==> src/rtl/srpv_pkg.sv <==
`timescale 1ns / 1ps

package srpv_pkg;

  localparam int ID_BYTES_DEFAULT    = 4;
  localparam int QUEUE_DEPTH_DEFAULT = 4;

  localparam logic [31:0] REC_MAGIC = 32'h4452_5444;
  localparam logic [31:0] FNV_BASIS = 32'd2166136261;
  localparam logic [31:0] FNV_PRIME = 32'd16777619;

  // Configuration register indexes
  localparam logic REG_EXPECTED_VERSION = 1'b0;
  localparam logic REG_MAX_PAYLOAD      = 1'b1;

  localparam logic [15:0] EXPECTED_VERSION_RESET = 16'd1;
  localparam logic [20:0] MAX_PAYLOAD_RESET      = 21'd4096;

  // Result kinds
  localparam logic KIND_PAYLOAD = 1'b0;
  localparam logic KIND_VERDICT = 1'b1;

  // Verdict codes
  localparam logic [2:0] STATUS_OK          = 3'd0;
  localparam logic [2:0] STATUS_CORRUPT     = 3'd1;
  localparam logic [2:0] STATUS_BAD_VERSION = 3'd2;
  localparam logic [2:0] STATUS_BAD_ID      = 3'd3;
  localparam logic [2:0] STATUS_TOO_LARGE   = 3'd4;
  localparam logic [2:0] STATUS_CHECKSUM    = 3'd5;

  typedef struct packed {
    logic       has_byte;
    logic [7:0] data_byte;
    logic       end_of_blob;
  } in_item_t;

  typedef struct packed {
    logic        kind;
    logic [7:0]  payload_byte;
    logic [2:0]  status;
    logic [31:0] device_id;
    logic [15:0] version;
    logic [31:0] payload_length;
    logic        final_item;
  } out_item_t;

  // One queued request: an optional payload byte, then an optional verdict.
  // Both share the header snapshot.
  typedef struct packed {
    logic        pay_valid;
    logic [7:0]  pay_byte;
    logic        verdict_valid;
    logic [2:0]  status;
    logic [31:0] device_id;
    logic [15:0] version;
    logic [31:0] payload_length;
  } rec_entry_t;

  typedef struct packed {
    logic full;
    logic empty;
  } queue_status_t;

endpackage

==> src/rtl/srpv_front.sv <==
`timescale 1ns / 1ps

module srpv_front #(
  parameter int ID_BYTES = srpv_pkg::ID_BYTES_DEFAULT
) (
  input  logic                 clk,
  input  logic                 rst,
  input  logic                 cfg_en,
  input  logic                 cfg_addr,
  input  logic [20:0]          cfg_data,
  input  logic                 in_valid,
  output logic                 in_stall,
  input  srpv_pkg::in_item_t   in_data,
  output logic                 push,
  output srpv_pkg::rec_entry_t push_entry,
  input  srpv_pkg::queue_status_t q_status
);
  import srpv_pkg::*;

  localparam int ID_W    = 8 * ID_BYTES;
  localparam int ID_BASE = 8;
  localparam int LEN_BASE = 8 + ID_BYTES;
  localparam int SUM_BASE = LEN_BASE + 4;
  localparam int HDR_LEN = 16 + ID_BYTES;

  logic [15:0] expected_version;
  logic [20:0] max_payload_bytes;

  logic [31:0]     byte_position;
  logic [31:0]     magic_word;
  logic [15:0]     header_version;
  logic [ID_W-1:0] header_device_id;
  logic [31:0]     header_length;
  logic [31:0]     header_checksum;
  logic [31:0]     running_hash;

  logic [31:0]     byte_position_next;
  logic [31:0]     magic_word_next;
  logic [15:0]     header_version_next;
  logic [ID_W-1:0] header_device_id_next;
  logic [31:0]     header_length_next;
  logic [31:0]     header_checksum_next;
  logic [31:0]     running_hash_next;

  logic        accept;
  logic        take_byte;
  logic [32:0] pay_end;
  logic        in_payload;
  logic        header_good;
  logic        pay_out;
  logic [31:0] hash_mix;
  logic [2:0]  verdict;
  logic [63:0] id_wide;

  assign in_stall  = q_status.full;
  assign accept    = in_valid && !in_stall;
  assign take_byte = accept && in_data.has_byte;

  // Pay end is fixed while payload bytes arrive; header length is complete by then.
  assign pay_end    = 33'(HDR_LEN) + {1'b0, header_length};
  assign in_payload = (byte_position >= 32'(HDR_LEN)) && ({1'b0, byte_position} < pay_end);
  assign hash_mix   = running_hash ^ {24'd0, in_data.data_byte};

  assign header_good = (magic_word == REC_MAGIC) &&
                       (header_version == expected_version) &&
                       (header_device_id != '0) &&
                       (header_length <= {11'd0, max_payload_bytes});

  assign pay_out = take_byte && in_payload && header_good;

  always_comb begin
    magic_word_next       = magic_word;
    header_version_next   = header_version;
    header_device_id_next = header_device_id;
    header_length_next    = header_length;
    header_checksum_next  = header_checksum;
    running_hash_next     = running_hash;
    byte_position_next    = byte_position;
    if (take_byte) begin
      for (int i = 0; i < 4; i++) begin
        if (byte_position == 32'(i))
          magic_word_next[8*i +: 8] = magic_word[8*i +: 8] | in_data.data_byte;
        if (byte_position == 32'(LEN_BASE + i))
          header_length_next[8*i +: 8] = header_length[8*i +: 8] | in_data.data_byte;
        if (byte_position == 32'(SUM_BASE + i))
          header_checksum_next[8*i +: 8] = header_checksum[8*i +: 8] | in_data.data_byte;
      end
      for (int i = 0; i < 2; i++) begin
        if (byte_position == 32'(4 + i))
          header_version_next[8*i +: 8] = header_version[8*i +: 8] | in_data.data_byte;
      end
      for (int i = 0; i < ID_BYTES; i++) begin
        if (byte_position == 32'(ID_BASE + i))
          header_device_id_next[8*i +: 8] = header_device_id[8*i +: 8] | in_data.data_byte;
      end
      if (in_payload)
        running_hash_next = 32'(hash_mix * FNV_PRIME);
      if (byte_position != '1)
        byte_position_next = byte_position + 32'd1;
    end
  end

  always_comb begin
    if (byte_position_next < 32'(HDR_LEN))
      verdict = STATUS_CORRUPT;
    else if ((magic_word_next != REC_MAGIC) || (header_version_next != expected_version))
      verdict = STATUS_BAD_VERSION;
    else if (header_device_id_next == '0)
      verdict = STATUS_BAD_ID;
    else if (header_length_next > {11'd0, max_payload_bytes})
      verdict = STATUS_TOO_LARGE;
    else if ({1'b0, byte_position_next} != 33'(HDR_LEN) + {1'b0, header_length_next})
      verdict = STATUS_CORRUPT;
    else if (header_checksum_next != running_hash_next)
      verdict = STATUS_CHECKSUM;
    else
      verdict = STATUS_OK;
  end

  assign id_wide = 64'(header_device_id_next);

  assign push = pay_out || (accept && in_data.end_of_blob);

  always_comb begin
    push_entry.pay_valid      = pay_out;
    push_entry.pay_byte       = in_data.data_byte;
    push_entry.verdict_valid  = in_data.end_of_blob;
    push_entry.status         = verdict;
    push_entry.device_id      = id_wide[31:0];
    push_entry.version        = header_version_next;
    push_entry.payload_length = header_length_next;
  end

  always_ff @(posedge clk) begin
    if (rst) begin
      expected_version  <= EXPECTED_VERSION_RESET;
      max_payload_bytes <= MAX_PAYLOAD_RESET;
    end else if (cfg_en) begin
      case (cfg_addr)
        REG_EXPECTED_VERSION: expected_version  <= cfg_data[15:0];
        REG_MAX_PAYLOAD:      max_payload_bytes <= cfg_data;
        default: ;
      endcase
    end
  end

  always_ff @(posedge clk) begin
    if (rst || (accept && in_data.end_of_blob)) begin
      byte_position    <= '0;
      magic_word       <= '0;
      header_version   <= '0;
      header_device_id <= '0;
      header_length    <= '0;
      header_checksum  <= '0;
      running_hash     <= FNV_BASIS;
    end else begin
      byte_position    <= byte_position_next;
      magic_word       <= magic_word_next;
      header_version   <= header_version_next;
      header_device_id <= header_device_id_next;
      header_length    <= header_length_next;
      header_checksum  <= header_checksum_next;
      running_hash     <= running_hash_next;
    end
  end

endmodule

==> src/rtl/srpv_queue.sv <==
`timescale 1ns / 1ps

module srpv_queue #(
  parameter int DEPTH = srpv_pkg::QUEUE_DEPTH_DEFAULT
) (
  input  logic                    clk,
  input  logic                    rst,
  input  logic                    wr_en,
  input  srpv_pkg::rec_entry_t    wr_data,
  input  logic                    rd_en,
  output srpv_pkg::rec_entry_t    rd_data,
  output srpv_pkg::queue_status_t status
);
  import srpv_pkg::*;

  localparam int PTR_W = (DEPTH > 1) ? $clog2(DEPTH) : 1;
  localparam int CNT_W = $clog2(DEPTH + 1);

  rec_entry_t       slots [DEPTH];
  logic [PTR_W-1:0] wr_ptr;
  logic [PTR_W-1:0] rd_ptr;
  logic [CNT_W-1:0] count;
  logic             do_wr;
  logic             do_rd;

  assign status.full  = (count == CNT_W'(DEPTH));
  assign status.empty = (count == '0);
  assign rd_data      = slots[rd_ptr];

  assign do_wr = wr_en && !status.full;
  assign do_rd = rd_en && !status.empty;

  always_ff @(posedge clk) begin
    if (do_wr)
      slots[wr_ptr] <= wr_data;
  end

  always_ff @(posedge clk) begin
    if (rst) begin
      wr_ptr <= '0;
      rd_ptr <= '0;
      count  <= '0;
    end else begin
      if (do_wr)
        wr_ptr <= (wr_ptr == PTR_W'(DEPTH - 1)) ? '0 : wr_ptr + PTR_W'(1);
      if (do_rd)
        rd_ptr <= (rd_ptr == PTR_W'(DEPTH - 1)) ? '0 : rd_ptr + PTR_W'(1);
      case ({do_wr, do_rd})
        2'b10:   count <= count + CNT_W'(1);
        2'b01:   count <= count - CNT_W'(1);
        default: count <= count;
      endcase
    end
  end

endmodule

==> src/rtl/srpv_back.sv <==
`timescale 1ns / 1ps

module srpv_back (
  input  logic                    clk,
  input  logic                    rst,
  input  srpv_pkg::rec_entry_t    head,
  input  srpv_pkg::queue_status_t q_status,
  output logic                    pop,
  output logic                    out_valid,
  input  logic                    out_stall,
  output srpv_pkg::out_item_t     out_data
);
  import srpv_pkg::*;

  logic pay_sent;
  logic load;
  logic have;
  logic send_pay;

  assign load = !out_valid || !out_stall;
  assign have = load && !q_status.empty;
  // Payload byte goes first; a verdict in the same request stays at the queue head until the byte is sent.
  assign send_pay = head.pay_valid && !pay_sent;
  assign pop = have && (!send_pay || !head.verdict_valid);

  always_ff @(posedge clk) begin
    if (rst) begin
      out_valid <= 1'b0;
      pay_sent  <= 1'b0;
    end else if (load) begin
      out_valid <= have;
      if (have)
        pay_sent <= send_pay && head.verdict_valid;
    end
  end

  always_ff @(posedge clk) begin
    if (have) begin
      out_data.kind           <= send_pay ? KIND_PAYLOAD : KIND_VERDICT;
      out_data.payload_byte   <= send_pay ? head.pay_byte : 8'd0;
      out_data.status         <= send_pay ? STATUS_OK : head.status;
      out_data.device_id      <= head.device_id;
      out_data.version        <= head.version;
      out_data.payload_length <= head.payload_length;
      out_data.final_item     <= !send_pay;
    end
  end

endmodule

==> src/rtl/state_record_parse_validate.sv <==
`timescale 1ns / 1ps

// Checked record parser. Feed a stored record one request per cycle on the
// in channel (in_valid / in_stall / in_data): a byte with has_byte set, and
// end_of_blob on the last request of the record (alone or with a byte).
// Payload bytes of a record with a good header come out on the out channel
// as kind payload; the request carrying end_of_blob adds one verdict with
// final_item set. Bytes are hashed with FNV-1a 32 and checked against the
// header checksum.
// A result is written into a queue slot and then loaded into the output
// register. Throughput: one request per cycle while in_stall is low; a
// request that ends a record with a payload byte yields two results, which
// leave the output register one after the other.
// The parser state and hash update once per request; a short queue
// decouples it from the output register. When out_stall holds, the queue
// fills and in_stall rises. Reset clears the parser, the queue and
// out_valid, and loads the register defaults (version 1, maximum 4096).
// Write configuration only while the block is idle.
module state_record_parse_validate #(
  parameter int ID_BYTES    = srpv_pkg::ID_BYTES_DEFAULT,
  parameter int QUEUE_DEPTH = srpv_pkg::QUEUE_DEPTH_DEFAULT
) (
  input  logic                clk,
  input  logic                rst,
  input  logic                cfg_en,
  input  logic                cfg_addr,
  input  logic [20:0]         cfg_data,
  input  logic                in_valid,
  output logic                in_stall,
  input  srpv_pkg::in_item_t  in_data,
  output logic                out_valid,
  input  logic                out_stall,
  output srpv_pkg::out_item_t out_data
);
  import srpv_pkg::*;

  logic          push;
  rec_entry_t    push_entry;
  logic          pop;
  rec_entry_t    head;
  queue_status_t q_status;

  srpv_front #(.ID_BYTES(ID_BYTES)) u_front (
    .clk        (clk),
    .rst        (rst),
    .cfg_en     (cfg_en),
    .cfg_addr   (cfg_addr),
    .cfg_data   (cfg_data),
    .in_valid   (in_valid),
    .in_stall   (in_stall),
    .in_data    (in_data),
    .push       (push),
    .push_entry (push_entry),
    .q_status   (q_status)
  );

  srpv_queue #(.DEPTH(QUEUE_DEPTH)) u_queue (
    .clk     (clk),
    .rst     (rst),
    .wr_en   (push),
    .wr_data (push_entry),
    .rd_en   (pop),
    .rd_data (head),
    .status  (q_status)
  );

  srpv_back u_back (
    .clk       (clk),
    .rst       (rst),
    .head      (head),
    .q_status  (q_status),
    .pop       (pop),
    .out_valid (out_valid),
    .out_stall (out_stall),
    .out_data  (out_data)
  );

endmodule

==> config.mk <==
export PLATFORM = sky130hd
export DESIGN_NAME = state_record_parse_validate
export DESIGN_NICKNAME = d
export VERILOG_FILES = /design/src/rtl/srpv_pkg.sv /design/src/rtl/srpv_front.sv /design/src/rtl/srpv_queue.sv /design/src/rtl/srpv_back.sv /design/src/rtl/state_record_parse_validate.sv
export SDC_FILE = /design/constraint.sdc
export NUM_CORES = 1
export LEC_CHECK = 0
export BUFFER_PORTS_ARGS = -buffer_cell sky130_fd_sc_hd__buf_2
export CAP_MARGIN = 20
export CORE_AREA = 3 3 252 254
export CTS_CLUSTER_DIAMETER = 150
export DETAILED_ROUTE_END_ITERATION = 6
export DIE_AREA = 0 0 255 257
export MAX_ROUTING_LAYER = met4
export PLACE_DENSITY = 0.78
export SETUP_SLACK_MARGIN = 0.2
export SLEW_MARGIN = 20
export SYNTH_ARGS = -nofsm -noshare
export SYNTH_HDL_FRONTEND = slang
export SYNTH_SLANG_ARGS = --single-unit
export TNS_END_PERCENT = 5
==> constraint.sdc <==
create_clock -name clk -period 22.3 [get_ports clk]
set_clock_uncertainty 0.05 [all_clocks]
set_input_delay 4.46 -clock clk [delete_from_list [all_inputs] [get_ports clk]]
set_output_delay 4.46 -clock clk [all_outputs]
set_load 0.01 [all_outputs]
==> impl_metrics.yaml, run 1 <==
status:
  outcome: "complete, no violations"
synthesis:
  synth_cells: 3089
  ys_seq_area_share_pct: 51.9
  syn-cell-area_um2: 36700
  ys_seq_elements: 720
  synthFlopType: "edfxtp_1"
  ys_async_sr_fraction_pct: 0
  synth_xor_area_share_pct: 5.22
  synthAdderAreaFrac_pct: 13.3
  avgSynthCellArea_um2: 11.9
  synth_top_family_by_area: "adder cells"
  yosys.cell_types.count: 86
  synth_edf_count: 464
  synthMuxAreaShare_pct: 6.36
  synth_compound_area_share_pct: 7.17
  synth_simple_gate_area_share_pct: 11.8
  syn_nets: 3470
  yosys_warnings: 0
clock_network:
  clkTransAtPathRegs_ps: 60
  ctsHoldBuffers: 0
  htree_levels: 3
  cts_tree: "done"
  ctsResizeCount: 0
  postCtsSetupBuffers: 0
  cts-root-buf: "clkbuf_16"
  worstSkewPairLatency_ps: 620
  cts_buffers: 72
  clock-sinks: 720
  cts_buffer_depth: 3
global_route:
  grt_first_pass_wirelength_um: 150000
  grt_max_degree: 95
  grt-ovfl-total: 0
  antenna_found_initial: 1
  grt.total_usage_pct: 30.7
  grt_pass1_vias: 26300
final_layout:
  post-route-util_pct: 66.2
  syn2layout_area_growth_pct: 10.9
  final_nets: 3607
  final_cells: 4075
  drive_gt1_share_pct: 13.0
setup_path:
  reg2reg_from: "u_front.running_hash[7]"
  cp_data_arrival_time_ps: 11590
  crit_type: "in2reg"
  cp-end-kind: "register"
  startpoint: "in_data[8]"
  required_ps: 22550
  cp_max_fo: 7
  start_kind: "input pin"
floorplan:
  fp.dieW_um: 255
  core_um2: 61500
  rows: 91
  start_util_pct: 59.7
  pin_count: 132
  dieHeight_um: 257
  dieArea_um2: 65500
detailed_routing:
  drc: 0
  drt-initial-drc-count: 2326
  routed-via-count: 25200
  wl_per_cell_um: 23.6
  drtAntennaViolNets: 0
  vias_per_cell: 6.19
  drt_first_pass_iters: 6
  routed_wl_um: 96200
power:
  power.leakage_nw: 16.1
  power.density_nw_per_um2: 89.0
  peakVddDrop_mv: 0.0793
  power_mw: 3.62
hold_path:
  worstHoldPathType: "reg2reg"
  hp-start: "u_front.max_payload_bytes[11]"
sta:
  maxSlewViolCount: 0
  min_period_ps: 11340
  finalCritPeriodShare_pct: 50.8
  hold_slack_ps: 414
  setup_violations: 0
  tns_ps: 0
  finalHoldViolCount: 0
  tightest_slew_ps: 1070
  rsz0062_at_grt: "false"
  maxSlewHeadroom_pct: 28.4
  fmax_ghz: 0.0882
job:
  cap_viol_max_count: 0
placement:
  port_buffers: 131
  dp_hpwl_um: 68800
  dp.cells: 3942
  routabilityCongestion: 0.974
## flip-flops by register name, summed over array words and instances, names as in the netlist, named ones only
name / flops
u_front.header_device_id: 32
u_front.magic_word: 32
u_back.out_valid: 1
u_front.running_hash: 32
u_front.max_payload_bytes: 21
u_queue.count: 3
u_back.pay_sent: 1
u_front.header_version: 16
u_front.expected_version: 16
u_queue.slots: 372
u_queue.rd_ptr: 2
u_front.header_checksum: 32
u_front.byte_position: 32
u_front.header_length: 32
u_queue.wr_ptr: 2
u_back.out_data: 92
## path summary, 6_finish.rpt
| path | end | slack, ps | depth (start not counted) |
|---|---|---|---|
| worst max-delay path | u_queue.slots[2][80] | 10960 | 26 |
| worst min-delay path | u_front.max_payload_bytes[11] | 410 | 2 |
| worst max register to register | u_queue.slots[2][80] | 14610 | 25 |
| worst min register to register | u_front.max_payload_bytes[11] | 410 | 2 |
## through the flow
stage / setup WS, ps / cell area (µm²)
floorplan: 11490 / 36700
global placement: 10700 / 38300
detailed placement: 10490 / 38300
CTS: 11110 / 40700
global route: 10610 / 40700
finish: 10960 / 40700
## critical path: stages
cell and delay [ps]:
buf_2 140, xnor2_1 320, inv_1 280, ha_1 350
ha_1 300, fa_1 490, ha_1 220, fa_1 480
ha_1 290, inv_1 50, fa_1 520, inv_1 40
ha_1 380, a21oi_1 260, o21ai_0 160, or3_1 330
o22ai_1 210, o21ai_0 160, xor2_1 240, mux2i_1 150
a2bb2oi_1 180, nand4_1 100, or4_1 540, or3_1 370
nor4_1 330, o211ai_1 240
## cell usage in the layout (no fill, tap or decap), types with 23 or more instances in the layout
| cell | Yosys | layout |
|---|---|---|
| nand2_1 | 184 | 184 |
| nor4_1 | 53 | 53 |
| a31oi_1 | 27 | 27 |
| buf_4 | 3 | 43 |
| fa_1 | 75 | 75 |
| and2_1 | 34 | 34 |
| dfxtp_1 | 256 | 254 |
| mux2i_1 | 23 | 23 |
| xor2_1 | 93 | 93 |
| nor3_1 | 41 | 41 |
| edfxtp_1 | 464 | 464 |
| a21o_1 | 35 | 35 |
| nand4_1 | 55 | 55 |
| buf_2 | 6 | 131 |
| inv_1 | 300 | 300 |
| clkbuf_16 | 0 | 72 |
| mux4_2 | 92 | 92 |
| and3_1 | 27 | 27 |
| o21ai_0 | 49 | 49 |
| a21oi_1 | 207 | 206 |
| nand3_1 | 53 | 53 |
| ha_1 | 269 | 269 |
| nor2_1 | 264 | 262 |
| xnor2_1 | 123 | 123 |
## cell type report
class,instances,area (µm²)
inverters,303,1140
well taps,790,988
fillers,4449,20800
multi-input cells,1954,16200
clock buffers,93,1910
diodes,1,2.50
repair buffers,175,982
flip-flops and latches,720,19100
clock inverters,39,440
## cell usage after synthesis (all sizes together) (5+ instances only)
cell,instances,area (µm²)
edfxtp,464,13900
inv,303,1140
ha,269,3370
nor2,265,1000
dfxtp,256,5120
a21oi,207,1040
nand2,184,691
xnor2,123,1080
xor2,93,815
mux4,92,2070
clkbuf,85,319
fa,75,1500
nor4,60,437
nand4,57,378
nand3,53,265
o21ai,51,255
nor3,44,241
a21o,35,263
and2,35,219
a31oi,28,181
and3,27,169
buf,27,128
mux2i,23,230
nor2b,22,138
nor3b,17,128
or4,16,131
and4,15,131
o21a,15,113
nand2b,10,62.6
o211ai,10,75.1
a211oi,9,67.6
a221oi,9,78.8
or3,9,56.3
a41oi,8,70.1
nor4b,8,82.6
a2111oi,7,61.3
or2,7,43.8
a21boi,6,45.0
nand3b,6,45.0
nand4b,5,43.8
o31ai,5,37.5
## kinds of logic after synthesis
kind of cell | Yosys count
compound gates | 430
flops | 720
mux | 118
xor+xnor | 217
simple gates | 845
fa+ha+maj | 344
buf+inv | 415
## power by group
group          switching, mW  total (mW)  internal (mW)  leakage, nW
logic                  0.469       0.768          0.300         8.72
registers             0.0584        1.64           1.59         6.26
clock network          0.511        1.21          0.695         1.14
## layer usage
layer | GRT usage (%) | vias up | part of all wire (%)
li1 | - | 11400 | -
met1 | 37.8 | 12600 | 39
met2 | 51.1 | 1029 | 50
met3 | 3.72 | 256 | 6.1
met4 | 13.5 | 0 | 4.6
met5 | - | - | 0
Power figures use the tool's default switching activity.
==> run 2, diff against run 1 <==
==> constraint.sdc (replaced) <==
create_clock -name clk -period 11.6 [get_ports clk]
set_clock_uncertainty 0.05 [all_clocks]
set_input_delay 2.32 -clock clk [delete_from_list [all_inputs] [get_ports clk]]
set_output_delay 2.32 -clock clk [all_outputs]
set_load 0.01 [all_outputs]
==> impl_metrics.yaml, run 2 (same netlist as run 1, synthesis figures left out) <==
power:
  power_mw: 7.07
  peakVddDrop_mv: 0.121
  power.leakage_nw: 16.2
  power.density_nw_per_um2: 173
floorplan:
  start_util_pct: 59.7
  fp.dieW_um: 255
  core_um2: 61500
  rows: 91
  pin_count: 132
  dieArea_um2: 65500
  dieHeight_um: 257
sta:
  tightest_slew_ps: 1100
  rsz0062_at_grt: "false"
  fmax_ghz: 0.110
  maxSlewHeadroom_pct: 26.5
  setup_violations: 0
  maxSlewViolCount: 0
  finalHoldViolCount: 0
  tns_ps: 0
  min_period_ps: 9090
  hold_slack_ps: 408
  finalCritPeriodShare_pct: 78.4
clock_network:
  htree_levels: 3
  cts_tree: "done"
  ctsHoldBuffers: 0
  postCtsSetupBuffers: 0
  cts_buffer_depth: 3
  cts_buffers: 73
  clock-sinks: 720
  worstSkewPairLatency_ps: 630
  ctsResizeCount: 0
  clkTransAtPathRegs_ps: 60
  cts-root-buf: "clkbuf_16"
placement:
  dp_hpwl_um: 67700
  dpl_cell_area_um2: 38300
  routabilityCongestion: 0.968
  port_buffers: 131
final_layout:
  final_common_cell: "edfxtp_1"
  ff_latch_area_um2: 19100
  syn2layout_area_growth_pct: 11.4
  regMostFlops: "u_queue.slots"
  multi_input_area_um2: 16200
  final_area_um2: 40900
  fillers: 4455
  top_regs: "u_queue.slots x372, u_back.out_data x92"
  final_nets: 3607
  post-route-util_pct: 66.5
  largest_register_ffs: 372
  final_cell_mix: "edfxtp_1 (464), inv_1 (300), ha_1 (269), nor2_1 (262), dfxtp_1 (254)"
  drive_gt1_share_pct: 13.4
detailed_routing:
  routed_wl_um: 96300
  routed-via-count: 25200
  wl_per_cell_um: 23.6
  drt-initial-drc-count: 2291
  drc: 0
  drtAntennaViolNets: 0
  drt_first_pass_iters: 6
  vias_per_cell: 6.19
setup_path:
  crit_type: "in2reg"
  path_buf_inv: 4
  cp_max_fo: 7
  required_ps: 11850
  cp_slowest_stage_delay_ps: 540
  start_kind: "input pin"
  crit_top_cell: "ha_1"
  cp-end-kind: "register"
  cp_data_arrival_time_ps: 9340
  crit_family: "adder cells"
  crit_slowest_cell: "or4_1"
global_route:
  grt_first_pass_wirelength_um: 150000
  grt_max_degree: 95
  grt_pass1_vias: 26000
  grt.total_usage_pct: 30.7
  grt-ovfl-total: 0
  antenna_found_initial: 1
status:
  outcome: "complete, no violations"
hold_path:
  worstHoldPathType: "reg2reg"
job:
  cap_viol_max_count: 0
[run 2: where the power goes]
| part | leakage, nW | switching [mW] | internal (mW) |
|---|---|---|---|
| logic | 8.72 | 0.899 | 0.577 |
| clock network | 1.23 | 0.989 | 1.45 |
| registers | 6.26 | 0.112 | 3.05 |
[run 2: cell type report]
class	instances	area share (%)
Antenna cell	1	0.00612
Clock buffer	95	5.07
Clock inverter	37	1.10
Inverter	303	2.78
Multi-Input combinational cell	1954	39.5
Sequential cell	720	46.6
Tap cell	790	2.42
Timing Repair Buffer	174	2.45
[run 2: worst min-delay path, cell delays in order, from the launching register on]
cell     delay (ps)
dfxtp_1         310
nand2_1          50
a21oi_1          50
[run 2: worst paths after layout]
check	startpoint	endpoint	slack, ps	cells after the start
max	in_data[8]	u_queue.slots[2][80]	2510	26
min	u_front.max_payload_bytes[10]	u_front.max_payload_bytes[10]	410	2
max reg2reg	u_front.running_hash[7]	u_queue.slots[2][80]	4040	25
min reg2reg	u_front.max_payload_bytes[10]	u_front.max_payload_bytes[10]	410	2
[run 2: metrics by stage]
| stage | cells | setup WS (ps) |
|---|---|---|
| 5_1_grt | 4074 | 2010 |
| 3_3_place_gp | 3940 | 2160 |
| 3_5_place_dp | 3940 | 2030 |
| 6_report | 4074 | 2510 |
| 4_1_cts | 4072 | 2610 |
| 2_1_floorplan | 3089 | 2930 |
[run 2: metal layers]
layer  up-vias  track usage [%]  wire, µm
met1     12500             38.2     38000
li1      11400                -         -
met2      1046             50.2     47800
met4         0             13.9      4630
met3       276             4.26      5830
met5         -                -         0
